<file path="config.mk">
export PLATFORM = sky130hd
export DESIGN_NAME = chunk_combination_enumerator_flat
export DESIGN_NICKNAME = d
export VERILOG_FILES = /design/src/hw/rtl/cce_pkg.sv /design/src/hw/rtl/cce_if.sv /design/src/hw/rtl/cce_choice_mem.sv /design/src/hw/rtl/cce_mul.sv /design/src/hw/rtl/cce_engine.sv /design/src/hw/rtl/chunk_combination_enumerator.sv /design/src/flat_wrapper.sv
export SDC_FILE = /design/constraint.sdc
export NUM_CORES = 1
export LEC_CHECK = 0
export BUFFER_PORTS_ARGS = -buffer_cell sky130_fd_sc_hd__buf_2
export CORE_MARGIN = 5
export CORE_UTILIZATION = 60
export DETAILED_ROUTE_END_ITERATION = 8
export GPL_ROUTABILITY_DRIVEN = 0
export MAX_ROUTING_LAYER = met4
export PLACE_DENSITY = 0.87
export SYNTH_ARGS = -nofsm -noshare
export SYNTH_HDL_FRONTEND = slang
export SYNTH_SLANG_ARGS = --single-unit
export TNS_END_PERCENT = 50
</file>
<file path="constraint.sdc">
create_clock -name clk -period 12.6 [get_ports clk]
set_input_delay 0.63 -clock clk [delete_from_list [all_inputs] [get_ports clk]]
set_output_delay 0.63 -clock clk [all_outputs]
set_load 0.02 [all_outputs]
</file>
<file path="src/hw/rtl/cce_pkg.sv">
package cce_pkg;

  // Field widths of the register file and of the result stream.
  localparam int ITEM_W    = 16;
  localparam int CHUNK_W   = 16;
  localparam int TUPLE_W   = 4;
  localparam int POS_W     = 3;
  localparam int CHOICE_W  = 16;
  localparam int REG_IDX_W = 2;

  // Multiplier operands: a chunk index plus a tuple offset, times a chunk size.
  localparam int MUL_A_W = CHOICE_W + 1;
  localparam int PROD_W  = MUL_A_W + CHUNK_W;

  localparam int DEFAULT_MAX_TUPLE = 8;

  // Register reset values.
  localparam logic [ITEM_W-1:0]  RESET_ITEM_COUNT = 16'd0;
  localparam logic [CHUNK_W-1:0] RESET_CHUNK_SIZE = 16'd10;
  localparam logic [TUPLE_W-1:0] RESET_TUPLE_SIZE = 4'd5;

  // Register indexes of the write port.
  typedef enum logic [REG_IDX_W-1:0] {
    REG_ITEM_COUNT = 2'd0,
    REG_CHUNK_SIZE = 2'd1,
    REG_TUPLE_SIZE = 2'd2
  } reg_idx_t;

  // Effective settings handed to the enumeration engine.
  typedef struct packed {
    logic [ITEM_W-1:0]  item_count;
    logic [CHUNK_W-1:0] chunk;
    logic [TUPLE_W-1:0] k_last;
  } cce_cfg_t;

endpackage

</file>
<file path="src/hw/rtl/cce_if.sv">
// Request channel: one transfer asks for the next tuple or restarts.
interface cce_req_if ();
  logic valid;
  logic ready;
  logic restart;

  modport source (output valid, output restart, input ready);
  modport sink (input valid, input restart, output ready);
endinterface

// Result channel: one transfer per chunk of a tuple, or one exhausted mark.
interface cce_res_if import cce_pkg::*; ();
  logic              valid;
  logic              ready;
  logic [POS_W-1:0]  position;
  logic [ITEM_W-1:0] first_item;
  logic [ITEM_W-1:0] last_item;
  logic              last_of_tuple;
  logic              exhausted;

  modport source (output valid, output position, output first_item, output last_item,
                  output last_of_tuple, output exhausted, input ready);
  modport sink (input valid, input position, input first_item, input last_item,
                input last_of_tuple, input exhausted, output ready);
endinterface

</file>
<file path="src/hw/rtl/cce_choice_mem.sv">
module cce_choice_mem import cce_pkg::*; #(
  parameter int DEPTH = DEFAULT_MAX_TUPLE,
  parameter int AW    = 3
) (
  input  logic                clk,
  input  logic                we,
  input  logic [AW-1:0]       waddr,
  input  logic [CHOICE_W-1:0] wdata,
  input  logic [AW-1:0]       raddr,
  output logic [CHOICE_W-1:0] rdata
);

  logic [CHOICE_W-1:0] mem [DEPTH];

  // One write port and one registered read port.
  always_ff @(posedge clk) begin
    if (we) begin
      mem[waddr] <= wdata;
    end
    rdata <= mem[raddr];
  end

endmodule

</file>
<file path="src/hw/rtl/cce_mul.sv">
module cce_mul import cce_pkg::*; (
  input  logic               clk,
  input  logic               en,
  input  logic [MUL_A_W-1:0] a,
  input  logic [CHUNK_W-1:0] b,
  output logic [PROD_W-1:0]  prod
);

  // Registered product; it holds while the enable is low.
  always_ff @(posedge clk) begin
    if (en) begin
      prod <= PROD_W'(a) * PROD_W'(b);
    end
  end

endmodule

</file>
<file path="src/hw/rtl/cce_engine.sv">
module cce_engine import cce_pkg::*; #(
  parameter int MAX_TUPLE = DEFAULT_MAX_TUPLE
) (
  input  logic      clk,
  input  logic      rst,
  input  cce_cfg_t  cfg,
  input  logic      cfg_clr,
  cce_req_if.sink   req,
  cce_res_if.source res
);

  localparam int AW = (MAX_TUPLE > 1) ? $clog2(MAX_TUPLE) : 1;

  typedef enum logic [3:0] {
    S_IDLE,
    S_CHK_MUL,
    S_CHK,
    S_FILL,
    S_SCAN_RD,
    S_SCAN_MUL,
    S_SCAN_CMP,
    S_REFILL,
    S_EMIT_RD,
    S_EMIT_MUL,
    S_EMIT_FMT,
    S_EXH
  } state_t;

  state_t              state;
  logic                started;
  logic                finished;
  logic [AW-1:0]       idx;
  logic [CHOICE_W-1:0] val;

  logic                out_valid;
  logic [POS_W-1:0]    out_position;
  logic [ITEM_W-1:0]   out_first;
  logic [ITEM_W-1:0]   out_last;
  logic                out_lot;
  logic                out_exh;
  logic                out_load;

  logic                mem_we;
  logic [CHOICE_W-1:0] mem_wdata;
  logic [CHOICE_W-1:0] rdata;
  logic                mul_en;
  logic [MUL_A_W-1:0]  mul_a;
  logic [PROD_W-1:0]   prod;

  logic [AW-1:0]       klast;
  logic [TUPLE_W:0]    k_val;
  logic                out_free;
  logic                prod_lt_n;
  logic [PROD_W:0]     end_sum;
  logic [PROD_W:0]     end_clip;
  logic [ITEM_W-1:0]   last_calc;

  cce_choice_mem #(
    .DEPTH (MAX_TUPLE),
    .AW    (AW)
  ) u_mem (
    .clk   (clk),
    .we    (mem_we),
    .waddr (idx),
    .wdata (mem_wdata),
    .raddr (idx),
    .rdata (rdata)
  );

  cce_mul u_mul (
    .clk  (clk),
    .en   (mul_en),
    .a    (mul_a),
    .b    (cfg.chunk),
    .prod (prod)
  );

  // Tuple length, compare against the item count and chunk end clipping.
  assign klast     = cfg.k_last[AW-1:0];
  assign k_val     = {1'b0, cfg.k_last} + 1'b1;
  assign out_free  = !out_valid || res.ready;
  assign prod_lt_n = prod < PROD_W'(cfg.item_count);
  assign end_sum   = {1'b0, prod} + (PROD_W + 1)'(cfg.chunk);
  assign end_clip  = (end_sum > (PROD_W + 1)'(cfg.item_count)) ?
                     (PROD_W + 1)'(cfg.item_count) : end_sum;
  assign last_calc = ITEM_W'(end_clip - 1'b1);

  // The output register takes a new result when it is free in an emitting state.
  assign out_load  = ((state == S_EMIT_FMT) || (state == S_EXH)) && out_free;

  // Memory write and multiplier operand selection per step.
  always_comb begin
    mem_we    = 1'b0;
    mem_wdata = '0;
    mul_en    = 1'b0;
    mul_a     = '0;
    case (state)
      S_CHK_MUL: begin
        mul_en = 1'b1;
        mul_a  = MUL_A_W'(cfg.k_last);
      end
      S_FILL: begin
        mem_we    = 1'b1;
        mem_wdata = CHOICE_W'(idx);
      end
      S_SCAN_MUL: begin
        // Position may grow when choice + k - position stays below the chunk count.
        mul_en = 1'b1;
        mul_a  = MUL_A_W'(rdata) + MUL_A_W'(k_val) - MUL_A_W'(idx);
      end
      S_SCAN_CMP: begin
        mem_we    = prod_lt_n;
        mem_wdata = val + 1'b1;
      end
      S_REFILL: begin
        mem_we    = 1'b1;
        mem_wdata = val + 1'b1;
      end
      S_EMIT_MUL: begin
        mul_en = 1'b1;
        mul_a  = MUL_A_W'(rdata);
      end
      default: begin
      end
    endcase
  end

  // Sequencer and output register. Each write lands before the read of the
  // same entry is issued, so no forwarding is needed. The user must make
  // register writes only while the engine is idle; the engine does not enforce it.
  always_ff @(posedge clk) begin
    if (rst) begin
      state     <= S_IDLE;
      started   <= 1'b0;
      finished  <= 1'b0;
      out_valid <= 1'b0;
    end else begin
      if (out_load) begin
        out_valid <= 1'b1;
      end else if (res.valid && res.ready) begin
        out_valid <= 1'b0;
      end
      unique case (state)
        S_IDLE: begin
          if (req.valid) begin
            if (req.restart || cfg_clr) begin
              started  <= 1'b0;
              finished <= 1'b0;
              state    <= S_CHK_MUL;
            end else if (finished) begin
              state <= S_EXH;
            end else if (!started) begin
              state <= S_CHK_MUL;
            end else begin
              idx   <= klast;
              state <= S_SCAN_RD;
            end
          end else if (cfg_clr) begin
            started  <= 1'b0;
            finished <= 1'b0;
          end
        end
        S_CHK_MUL: begin
          state <= S_CHK;
        end
        S_CHK: begin
          // A tuple exists when (k - 1) * chunk lies below the item count.
          if (prod_lt_n) begin
            idx   <= '0;
            state <= S_FILL;
          end else begin
            state <= S_EXH;
          end
        end
        S_FILL: begin
          if (idx == klast) begin
            started <= 1'b1;
            idx     <= '0;
            state   <= S_EMIT_RD;
          end else begin
            idx <= idx + 1'b1;
          end
        end
        S_SCAN_RD: begin
          state <= S_SCAN_MUL;
        end
        S_SCAN_MUL: begin
          val   <= rdata;
          state <= S_SCAN_CMP;
        end
        S_SCAN_CMP: begin
          if (prod_lt_n) begin
            val <= val + 1'b1;
            if (idx == klast) begin
              idx   <= '0;
              state <= S_EMIT_RD;
            end else begin
              idx   <= idx + 1'b1;
              state <= S_REFILL;
            end
          end else if (idx == '0) begin
            state <= S_EXH;
          end else begin
            idx   <= idx - 1'b1;
            state <= S_SCAN_RD;
          end
        end
        S_REFILL: begin
          val <= val + 1'b1;
          if (idx == klast) begin
            idx   <= '0;
            state <= S_EMIT_RD;
          end else begin
            idx <= idx + 1'b1;
          end
        end
        S_EMIT_RD: begin
          state <= S_EMIT_MUL;
        end
        S_EMIT_MUL: begin
          state <= S_EMIT_FMT;
        end
        S_EMIT_FMT: begin
          if (out_free) begin
            out_position <= POS_W'(idx);
            out_first    <= ITEM_W'(prod);
            out_last     <= last_calc;
            out_lot      <= (idx == klast);
            out_exh      <= 1'b0;
            if (idx == klast) begin
              state <= S_IDLE;
            end else begin
              idx   <= idx + 1'b1;
              state <= S_EMIT_RD;
            end
          end
        end
        S_EXH: begin
          if (out_free) begin
            out_position <= '0;
            out_first    <= '0;
            out_last     <= '0;
            out_lot      <= 1'b0;
            out_exh      <= 1'b1;
            finished     <= 1'b1;
            state        <= S_IDLE;
          end
        end
        default: begin
          state <= S_IDLE;
        end
      endcase
    end
  end

  assign req.ready         = (state == S_IDLE);
  assign res.valid         = out_valid;
  assign res.position      = out_position;
  assign res.first_item    = out_first;
  assign res.last_item     = out_last;
  assign res.last_of_tuple = out_lot;
  assign res.exhausted     = out_exh;

endmodule

</file>
<file path="src/hw/rtl/chunk_combination_enumerator.sv">
// Chunk combination enumerator. Items 0..item_count-1 are cut into chunks of
// chunk_size items (the last one ends at item_count), and each request
// transfer returns the next lexicographic choice of tuple_size distinct
// chunks as tuple_size result transfers, one per chunk with its first and
// last item, the final one marked last_of_tuple. With no tuple left, one
// result with only exhausted set is returned, until a restart request or a
// register write. The chosen chunk indices live in a small synchronous RAM
// and one shared 17x16 multiplier maps indices to item positions. Steps per
// request with k chunks per tuple: the first tuple multiplies and checks that
// a tuple exists, fills k positions, then emits; a later tuple reads,
// multiplies and compares each position scanned from the right, rewrites
// each trailing position, then emits; emitting reads, multiplies and formats
// each chunk in turn. An exhausted answer comes straight once the walk is
// over, after the check when no tuple exists, and after the full scan when
// no position is left to grow. Stalls on the result side hold the format and
// exhausted steps. The RAM port and the multiplier are used once per step. A
// new request is taken while the last result of the previous one still waits at the output.
module chunk_combination_enumerator import cce_pkg::*; #(
  parameter int MAX_TUPLE = DEFAULT_MAX_TUPLE
) (
  input  logic                 clk,
  input  logic                 rst,
  input  logic                 wr_en,
  input  logic [REG_IDX_W-1:0] wr_index,
  input  logic [CHUNK_W-1:0]   wr_data,
  cce_req_if.sink              req,
  cce_res_if.source            res
);

  logic [ITEM_W-1:0]  item_count;
  logic [CHUNK_W-1:0] chunk_size;
  logic [TUPLE_W-1:0] tuple_size;
  logic               cfg_clr;
  cce_cfg_t           cfg;

  // Register file; a write to a listed register restarts the enumeration.
  always_ff @(posedge clk) begin
    if (rst) begin
      item_count <= RESET_ITEM_COUNT;
      chunk_size <= RESET_CHUNK_SIZE;
      tuple_size <= RESET_TUPLE_SIZE;
    end else if (wr_en) begin
      unique case (reg_idx_t'(wr_index))
        REG_ITEM_COUNT: item_count <= ITEM_W'(wr_data);
        REG_CHUNK_SIZE: chunk_size <= wr_data;
        REG_TUPLE_SIZE: tuple_size <= TUPLE_W'(wr_data);
        default: begin
        end
      endcase
    end
  end

  always_comb begin
    cfg_clr = 1'b0;
    if (wr_en) begin
      unique case (reg_idx_t'(wr_index))
        REG_ITEM_COUNT, REG_CHUNK_SIZE, REG_TUPLE_SIZE: cfg_clr = 1'b1;
        default: cfg_clr = 1'b0;
      endcase
    end
  end

  // Effective settings: zero chunk and tuple sizes count as one, and the
  // tuple size is capped at the RAM depth.
  always_comb begin
    cfg.item_count = item_count;
    cfg.chunk      = (chunk_size == '0) ? CHUNK_W'(1) : chunk_size;
    if (tuple_size == '0) begin
      cfg.k_last = '0;
    end else if ({1'b0, tuple_size} > (TUPLE_W + 1)'(MAX_TUPLE)) begin
      cfg.k_last = TUPLE_W'(MAX_TUPLE - 1);
    end else begin
      cfg.k_last = tuple_size - 1'b1;
    end
  end

  cce_engine #(
    .MAX_TUPLE (MAX_TUPLE)
  ) u_engine (
    .clk     (clk),
    .rst     (rst),
    .cfg     (cfg),
    .cfg_clr (cfg_clr),
    .req     (req),
    .res     (res)
  );

endmodule

</file>
<file path="src/flat_wrapper.sv">
// flat-port wrapper written by rule: the top's interface ports become plain ports
module chunk_combination_enumerator_flat import cce_pkg::*;
#(
  parameter int MAX_TUPLE = DEFAULT_MAX_TUPLE
)
  (clk, rst, wr_en, wr_index, wr_data, req_valid, req_restart, req_ready, res_valid, res_position, res_first_item, res_last_item, res_last_of_tuple, res_exhausted, res_ready);
  cce_req_if req_i ();
  cce_res_if res_i ();
  input  logic clk;
  input  logic rst;
  input  logic wr_en;
  input  logic [REG_IDX_W-1:0] wr_index;
  input  logic [CHUNK_W-1:0] wr_data;
  input wire logic [$bits(req_i.valid)-1:0] req_valid;
  input wire logic [$bits(req_i.restart)-1:0] req_restart;
  output wire logic [$bits(req_i.ready)-1:0] req_ready;
  output wire logic [$bits(res_i.valid)-1:0] res_valid;
  output wire logic [$bits(res_i.position)-1:0] res_position;
  output wire logic [$bits(res_i.first_item)-1:0] res_first_item;
  output wire logic [$bits(res_i.last_item)-1:0] res_last_item;
  output wire logic [$bits(res_i.last_of_tuple)-1:0] res_last_of_tuple;
  output wire logic [$bits(res_i.exhausted)-1:0] res_exhausted;
  input wire logic [$bits(res_i.ready)-1:0] res_ready;
  assign req_i.valid = req_valid;
  assign req_i.restart = req_restart;
  assign req_ready = req_i.ready;
  assign res_valid = res_i.valid;
  assign res_position = res_i.position;
  assign res_first_item = res_i.first_item;
  assign res_last_item = res_i.last_item;
  assign res_last_of_tuple = res_i.last_of_tuple;
  assign res_exhausted = res_i.exhausted;
  assign res_i.ready = res_ready;
  chunk_combination_enumerator #(.MAX_TUPLE(MAX_TUPLE)) u_core (.clk(clk), .rst(rst), .wr_en(wr_en), .wr_index(wr_index), .wr_data(wr_data), .req(req_i), .res(res_i));
endmodule
</file>
==> flow_summary.yaml, run 1 <==
detailed_routing:
  vias: 18100
  first_iter_violations: 1697
  drc: 0
  first_pass_iters: 6
  postRouteAntennaNets: 0
  wl_per_cell_um: 19.9
  viasPerCell: 6.21
  routed_wl_um: 58000
layout:
  fin_nets: 2790
  final_common_cell: "inv_1"
  drive_above_1_share_pct: 7.67
  fillerInstances: 2698
  area_delta_synth_final_pct: 7.72
  final_util_pct: 65.7
  layout_common_cells: "inv_1 (313), nand2_1 (289), edfxtp_1 (217)"
  fin_area_um2: 24900
  multi_input_area_um2: 13800
  antenna_cells: 0
  seqCellArea_um2: 7700
grt:
  grt_pass1_vias: 18900
  grt_start_max_net_pins: 48
  track_usage_pct: 28.8
  antenna_found_initial: 0
  grt_pass1_wl_um: 95400
  grt_overflow_total: 0
timing:
  slew_viol_final: 0
  relSlewSlack_pct: 24.4
  period_needed_ps: 10140
  clock.fmax_mhz: 98.6
  worst_pin_slew_ps: 1130
  hold_violations: 0
  setup-tns-final_ps: 0
  skew_ps: 20.5
  setup_viol: 0
  min_period_over_period_pct: 80.5
  rsz0062_at_grt: "false"
  layout_setup_ws_ps: 2460
clock_network:
  post_cts_buffers: 0
  clkSlewWorstSetupHoldPaths_ps: 70
  cts_buffers: 27
  cts_tree: "built"
  worstSkewPairLatency_ps: 570
  postCtsHoldBufs: 0
  cts.sinks: 276
  clock_path_buffers: 3
  htreeDepth: 1
  cts-resized-gates: 0
  cts_root_buf: "clkbuf_16"
worst_setup_path:
  start_kind: "flip-flop"
  path_max_fanout: 16
  critPathRequiredTime_ps: 12910
  crit_type: "flip-flop to flip-flop"
  crit_path_top_delay_cell: "nand3_1"
  cp-end-kind: "flip-flop"
  cpMostUsedCell: "fa_1"
  reg2reg_from: "u_core.tuple_size[0]"
  cpPeakStageDelay_ps: 540
  startpoint: "u_core.tuple_size[0]"
  crit_arrival_ps: 10450
flow_run:
  max_cap_violations: 0
floorplan:
  core_area_um2: 37800
  die-area_um2: 42500
  die_w_um: 206
  num_io_pins: 63
  initial_utilization_pct: 61.0
  die_h_um: 206
  rows: 71
outcome:
  status: "finished, final reports clean"
power:
  cellPowerDensity_nw_per_um2: 110
  pwr-share-seq_pct: 42.4
  irDropWorstVdd_v: 0.000112
  p_total_mw: 2.73
  switchingPower_mw: 0.938
  power.share.switching_pct: 34.3
  internal-power_mw: 1.79
  power.leakage_nw: 10.9
  p_clk_share_pct: 29.0
  p_comb_share_pct: 28.6
yosys:
  synth_edf_count: 217
  synth_fp_nets: 2775
  yosysWarnings: 0
  synth-simple-area-share_pct: 16.3
  synth.area.mux_share_pct: 0.406
  synth_cell_type_count: 72
  avgSynthCellArea_um2: 9.77
  ys_seq_area_share_pct: 33.3
  ys_ff_latch: 276
  synthFlopType: "edfxtp_1"
  synth_xor_xnor_area_share_pct: 3.41
  synth_top_area_share_pct: 28.2
  syn_inst: 2364
  synthAdderAreaFrac_pct: 27.9
  synth_top_cell_by_area: "edfxtp_1"
  synth_area_leaders: "edfxtp_1 (28%), fa_1 (18%), ha_1 (9.5%)"
  synth_compound_area_share_pct: 11.5
  synth-async-reset-ratio_pct: 0
  synth_top_family_by_area: "adder cells"
  syn_area_um2: 23100
placement:
  placed_area_um2: 24000
  hpwl_um: 41800
  io_buffers: 62
  dp_slack_ps: 2640
hold_path:
  hp-class: "input port to flip-flop"
  min-delay-start: "wr_data[12]"
==> kinds of logic (layout without fill, tap and decap cells) <==
family	count (synthesis)	after routing
simple gates	770	770
buf+inv	435	471
compound gates	397	397
fa+ha+maj	387	387
flops	276	276
xor+xnor	90	90
mux	9	9
==> worst max-delay path: cells and delay by family (launching register included) <==
family | cells | cell delay, ps
adder cells (fa/ha/maj) | 10 | 4300
AO/OA/AOI/OAI | 13 | 2940
AND/OR/NAND/NOR | 7 | 1830
flip-flops | 1 | 370
buffers and inverters | 5 | 320
XOR/XNOR | 1 | 130
==> cell usage after synthesis (all sizes together) (3+ instances only) <==
cell type  count
inv          313
nand2        289
edfxtp       217
fa           212
ha           175
and2         148
clkbuf       114
nor2         111
a21oi         98
a22oi         66
dfxtp         59
xnor2         58
o21ai         53
a21o          42
nor3          42
nand4         38
a211oi        36
nand3         34
xor2          32
and3          20
nor4          20
nor2b         15
or3           14
a31oi         13
o21a          13
nand2b        12
o21bai         9
o31ai          7
a311oi         6
a41oi          6
buf            6
mux2i          6
nor3b          6
o211ai         6
o22ai          6
or2            6
a31o           5
nand3b         5
a21boi         4
a211o          3
mux2           3
nand4b         3
==> registers in the layout (all words and copies together) (netlist names) <==
register and cells:
u_core.u_engine.res.exhausted 1, u_core.u_engine.res.last_of_tuple 1, u_core.u_engine.u_mem.rdata 16, u_core.u_engine.finished 1
u_core.chunk_size 16, u_core.u_engine.u_mem.mem 128, u_core.u_engine.u_mul.prod 33, u_core.item_count 16
u_core.u_engine.res.valid 1, u_core.u_engine.idx 3, u_core.u_engine.res.last_item 16, u_core.tuple_size 4
u_core.u_engine.res.position 3, u_core.u_engine.val 16, u_core.u_engine.res.first_item 16, u_core.u_engine.started 1
u_core.u_engine.state 4
==> routing by layer <==
metal	track usage, %	up-vias	routed length, um
li1	-	8015	-
met1	34.8	8732	21200
met2	47.9	1058	28200
met3	4.44	266	5420
met4	13.4	0	3170
met5	-	-	0
==> final timing paths <==
kind	cells past startpoint	slack, ps	to
worst max register to register	36	2460	u_core.u_engine.u_mul.prod[32]
worst min-delay path	3	310	u_core.item_count[12]
worst max-delay path	36	2460	u_core.u_engine.u_mul.prod[32]
worst min register to register	2	460	u_core.item_count[12]
==> metrics by stage <==
stage	cells	hold slack (ps)
after floorplan	2364	436
after global placement	2861	443
after detailed placement	2861	453
after CTS	2911	310
after global routing	2911	326
final	2911	314
==> power groups by stage <==
stage	combinational [mW]	sequential [mW]	clock [mW]
5_1_grt	0.862	1.16	0.835
3_3_place_gp	0.717	1.17	0
6_report	0.780	1.16	0.793
4_1_cts	0.764	1.15	0.793
2_1_floorplan	0.585	1.12	0
3_5_place_dp	0.755	1.17	0
==> final cells by class <==
class	count	area share (%)
multi-input combinational	1653	55.6
clock buffer	34	2.94
inverter	315	4.75
timing repair buffer	106	2.58
clock inverter	16	0.584
sequential	276	31.0
tap	511	2.57
No activity file was read; power rests on OpenSTA's default activity.
==> run 2, diff against run 1 <==
==> constraint.sdc (replaced) <==
create_clock -name clk -period 10.06 [get_ports clk]
set_input_delay 0.503 -clock clk [delete_from_list [all_inputs] [get_ports clk]]
set_output_delay 0.503 -clock clk [all_outputs]
set_load 0.02 [all_outputs]
==> run 2 against run 1 <==
Net effect: non-clock buffer count up 10; power rose by 28%; via count up 1.3%; die area is the same; critical path type unchanged; sequential share of layout area decreased by 0.22 points; first-iteration DRC count rose by 8.5%; flip-flop and latch count did not move; wire length rose by 1.3%; sequential power rose by 25%.
==> flow_summary.yaml, run 2 (synthesized netlist as in run 1, its figures left out) <==
outcome:
  status: "finished, final reports clean"
layout:
  drive_above_1_share_pct: 8.39
  fin_nets: 2799
  final_common_cell: "inv_1"
  final_util_pct: 66.2
  fin_area_um2: 25000
  instances_no_fill: 2919
  fillerInstances: 2685
  largest_reg_flops: 128
  top_register: "u_core.u_engine.u_mem.mem"
  layout_common_cells: "inv_1 (313), nand2_1 (289), edfxtp_1 (217)"
  antenna_cells: 0
  reg_top3: "u_core.u_engine.u_mem.mem x128, u_core.u_engine.u_mul.prod x33"
  area_delta_synth_final_pct: 8.48
worst_setup_path:
  cp-end-kind: "flip-flop"
  r2r_slack_ps: 380
  start_kind: "flip-flop"
  critPathRequiredTime_ps: 10360
  crit_type: "flip-flop to flip-flop"
  reg2regPathDepth: 40
  crit_arrival_ps: 9990
  crit_path_top_delay_cell: "fa_1"
  r2r_end: "u_core.u_engine.u_mul.prod[31]"
  cpMostUsedCell: "fa_1"
  path_buf_inv: 7
  path_max_fanout: 13
  cp_top_family: "adder cells"
  reg2reg_from: "u_core.tuple_size[0]"
  cpPeakStageDelay_ps: 530
floorplan:
  die-area_um2: 42500
  die_h_um: 206
  die_w_um: 206
  core_area_um2: 37800
  rows: 71
  initial_utilization_pct: 61.0
  num_io_pins: 63
power:
  cellPowerDensity_nw_per_um2: 139
  irDropWorstVdd_v: 0.000130
  power.leakage_nw: 11.0
  p_total_mw: 3.49
timing:
  setup_viol: 0
  clock.fmax_mhz: 103
  worst_pin_slew_ps: 1210
  setup-tns-final_ps: 0
  skew_ps: 24.5
  hold_slack_ps: 185
  min_period_over_period_pct: 96.3
  layout_setup_ws_ps: 376
  hold_violations: 0
  rsz0062_at_grt: "false"
  period_needed_ps: 9680
  relSlewSlack_pct: 19.5
  slew_viol_final: 0
grt:
  grt_start_max_net_pins: 48
  antenna_found_initial: 0
  grt_overflow_total: 0
  grt_pass1_vias: 19300
  grt_pass1_wl_um: 96000
  track_usage_pct: 28.9
flow_run:
  max_cap_violations: 0
placement:
  dp_cells: 2870
  io_buffers: 62
  dp_slack_ps: 22.2
  hpwl_um: 42300
  placed_area_um2: 24100
clock_network:
  cts_root_buf: "clkbuf_16"
  cts_tree: "built"
  htreeDepth: 1
  clkSlewWorstSetupHoldPaths_ps: 70
  worstSkewPairLatency_ps: 570
  postCtsHoldBufs: 0
  cts.sinks: 276
  clock_path_buffers: 3
  cts_buffers: 26
detailed_routing:
  drc: 0
  vias: 18300
  first_iter_violations: 1842
  viasPerCell: 6.27
  postRouteAntennaNets: 0
  first_pass_iters: 5
  wl_per_cell_um: 20.1
  routed_wl_um: 58700
hold_path:
  hold_depth: 3
  hp-class: "input port to flip-flop"
  min-delay-start: "wr_data[15]"
  hold_end: "u_core.chunk_size[15]"
[run 2: cell count changes in the layout (fill, tap and decap cells not counted), moves of 2 or more]
cell        delta
a211oi_2       +3
buf_4         +10
o21ai_1        +4
bufinv_16      +2
clkinvlp_4     -5
a21oi_2        +3
a21oi_1        -3
o21ai_0        -5
a211oi_1       -3
[run 2: worst max path at each step]
stage	from	end	slack [ps]	cells after the start
final	u_core.tuple_size[0]	u_core.u_engine.u_mul.prod[31]	380	40
after global routing	u_core.tuple_size[0]	u_core.u_engine.u_mul.prod[31]	30	39
after CTS	u_core.tuple_size[0]	u_core.u_engine.u_mul.prod[31]	30	40
after floorplan	u_core.u_engine.idx[2]	u_core.u_engine.u_mul.prod[32]	820	35
after detailed placement	u_core.tuple_size[0]	u_core.u_engine.u_mul.prod[31]	20	40
after global placement	u_core.tuple_size[0]	u_core.u_engine.u_mul.prod[32]	560	37
[run 2: where the power goes]
part           total (mW)  switching, mW  internal (mW)
sequential           1.45          0.115           1.33
clock                1.04          0.440          0.604
combinational       0.998          0.622          0.376
[run 2: final cells by class]
type	count	area (um2)	area share, %
multi-input cells	1653	13900	55.5
flip-flops and latches	276	7700	30.7
inverters	315	1180	4.72
clock buffers	34	743	2.97
repair buffers	116	716	2.86
well taps	511	639	2.55
clock inverters	14	179	0.714
[run 2: what timing repair did]
action | 4_1_cts | 5_1_grt
setup buffers | 0 | 1
gates resized for setup | 1 | 17
endpoints found under the hold margin | 0 | 0
pin swaps | 0 | 2
endpoints found under the setup margin | 3 | 9
[run 2: metal layers]
metal  global-route usage, %  wire length [um]  vias to the layer above
met5                       -                 0                        -
met4                    14.9              3450                        0
met3                    4.68              5700                      305
met2                    48.1             28600                     1154
met1                    34.1             21000                     8800
li1                        -                 -                     8042
[run 2: tightest hold or removal path: cells and delay by family]
family          cells  cell delay (ps)
compound gates      1               50
buf+inv             1              100
simple gates        1               50
==> run 3, diff against run 2 <==
--- a/config.mk
+++ b/config.mk
@@ -6,12 +6,14 @@
 export NUM_CORES = 1
 export LEC_CHECK = 0
 export BUFFER_PORTS_ARGS = -buffer_cell sky130_fd_sc_hd__buf_2
+export CELL_PAD_IN_SITES_DETAIL_PLACEMENT = 1
+export CELL_PAD_IN_SITES_GLOBAL_PLACEMENT = 1
 export CORE_MARGIN = 5
-export CORE_UTILIZATION = 60
+export CORE_UTILIZATION = 51
 export DETAILED_ROUTE_END_ITERATION = 8
 export GPL_ROUTABILITY_DRIVEN = 0
 export MAX_ROUTING_LAYER = met4
-export PLACE_DENSITY = 0.87
+export PLACE_DENSITY = 0.92
 export SYNTH_ARGS = -nofsm -noshare
 export SYNTH_HDL_FRONTEND = slang
 export SYNTH_SLANG_ARGS = --single-unit
==> run 3 against run 2 <==
Net effect: the flow now finishes with violations (capacitance limit, slew limit, setup timing); cell count is 3.7% higher; clock power increased by 9%; largest power group unchanged; largest cell class unchanged; via count rose by 15%; clock skew grew 19 ps; non-clock buffer count increased by 14.
==> flow_summary.yaml, run 3 (synthesized netlist as in run 1, its figures left out) <==
grt:
  grt_pass1_wl_um: 134000
  grtUsageMet1_pct: 37.7
  grt_start_max_net_pins: 48
  antenna_found_initial: 2
  grt_overflow_total: 0
  grt_pass1_vias: 23100
  top_usage_layer: "met2"
  track_usage_pct: 35.5
  use_met3_pct: 6.87
  use_met2_pct: 61.0
detailed_routing:
  first_iter_violations: 2864
  postRouteAntennaNets: 0
  first_pass_iters: 6
  vias: 21100
  drc: 0
  routed_wl_um: 94500
  viasPerCell: 6.98
  wl_per_cell_um: 31.2
outcome:
  violations: "capacitance limit, slew limit, setup timing"
  status: "complete, but fails checks"
clock_network:
  htreeDepth: 1
  worstSkewPairLatency_ps: 600
  clkSlewWorstSetupHoldPaths_ps: 70
  cts_tree: "built"
  cts.sinks: 276
  clock_path_buffers: 3
  cts_root_buf: "clkbuf_16"
  cts_buffers: 28
floorplan:
  initial_utilization_pct: 51.2
  rows: 78
  die-area_um2: 49600
  core_area_um2: 45100
  die_h_um: 223
  num_io_pins: 63
  die_w_um: 223
timing:
  min_period_over_period_pct: 102
  period_needed_ps: 10220
  worst_pin_slew_ps: 1510
  clock.fmax_mhz: 97.9
  skew_ps: 43.3
  hold_violations: 0
  relSlewSlack_pct: -0.737
  setup_viol: 3
  layout_setup_ws_ps: -157
  setup-tns-final_ps: -306
  slew_viol_final: 35
layout:
  final_common_cell: "inv_1"
  area_delta_synth_final_pct: 10.3
  largest_reg_flops: 128
  final_util_pct: 56.5
  instances_no_fill: 3028
  fin_nets: 2815
  fillerInstances: 4881
  layout_common_cells: "inv_1 (313), nand2_1 (289), edfxtp_1 (217)"
  reg_top3: "u_core.u_engine.u_mem.mem x128, u_core.u_engine.u_mul.prod x33"
  top_register: "u_core.u_engine.u_mem.mem"
  drive_above_1_share_pct: 9.98
worst_setup_path:
  critPathRequiredTime_ps: 10370
  cpPeakStageDelay_ps: 650
  path_max_fanout: 7
  crit_path_top_delay_cell: "fa_1"
  crit_arrival_ps: 10530
  start_kind: "flip-flop"
  cpMostUsedCell: "fa_1"
  crit_type: "flip-flop to flip-flop"
  cp-end-kind: "flip-flop"
power:
  switchingPower_mw: 1.51
  pwr-share-seq_pct: 38.0
  p_total_mw: 3.87
  internal-power_mw: 2.36
  irDropWorstVdd_v: 0.000186
  cellPowerDensity_nw_per_um2: 152
  power.share.switching_pct: 39.0
  power.leakage_nw: 11.1
  p_comb_share_pct: 32.8
  p_clk_share_pct: 29.2
flow_run:
  max_cap_violations: 1
placement:
  io_buffers: 62
  dp_slack_ps: -339
  hpwl_um: 57500
  dp_cells: 2960
hold_path:
  hp-class: "input port to flip-flop"
[run 3: cell types whose count changed in the layout (fill, tap and decap cells not counted), sizes merged]
cell,change
diode,+2
clkbuf,+1
bufinv,-1
clkdlybuf4s15,+1
clkinv,-1
clkinvlp,+5
buf,+13
[run 3: power by group through the flow]
stage          Clock (mW)  Combinational (mW)  Sequential [mW]
6_report             1.13                1.27             1.47
5_1_grt              1.17                1.32             1.47
4_1_cts              1.10                1.11             1.45
3_5_place_dp            0                1.02             1.47
3_3_place_gp            0               0.921             1.46
2_1_floorplan           0               0.733             1.40
[run 3: area by class of cell]
class	instances	area (um2)	share of cell area, %
Multi-Input combinational cell	1653	14000	55.0
Antenna cell	2	5.00	0.0197
Timing Repair Buffer	130	843	3.31
Tap cell	600	751	2.95
Inverter	315	1180	4.64
Clock inverter	17	191	0.752
Sequential cell	276	7700	30.3
Clock buffer	35	777	3.05
[run 3: metal layers]
| metal | routed length, um | vias to the layer above |
|---|---|---|
| met4 | 9610 | 0 |
| li1 | - | 8084 |
| met1 | 29700 | 10200 |
| met2 | 44700 | 1993 |
| met3 | 10500 | 855 |
| met5 | 0 | - |
[run 3: path summary, 6_finish.rpt]
kind	startpoint	endpoint	slack, ps	cells after the start
worst min-delay path	wr_data[4]	u_core.chunk_size[4]	190	3
worst max register to register	u_core.tuple_size[0]	u_core.u_engine.u_mul.prod[32]	-160	37
worst max-delay path	u_core.tuple_size[0]	u_core.u_engine.u_mul.prod[32]	-160	37
worst min register to register	u_core.item_count[12]	u_core.item_count[12]	470	2
[run 3: critical path: cells and delay by family, from the launching register on]
family / cells / cell delay (ps)
DFF: 1 / 350
and+or+nand+nor: 5 / 980
adders and majority gates: 10 / 4700
xor gates and xnor gates: 2 / 270
buffers and inverters: 7 / 860
AOI/OAI and AO/OA: 13 / 2800
[run 3: metrics by stage]
step,instance area [um2],hold WS (ps)
floorplan,23100,436
global placement,24200,444
detailed placement,24200,466
CTS,25200,178
global route,25500,196
finish,25500,193
[run 3: timing repair]
action,in CTS,in global routing
endpoints found under the setup margin,15,17
gates resized for setup,17,36
setup buffers,2,11
hold buffers,0,0
pin swaps,2,11
gates cloned,0,1
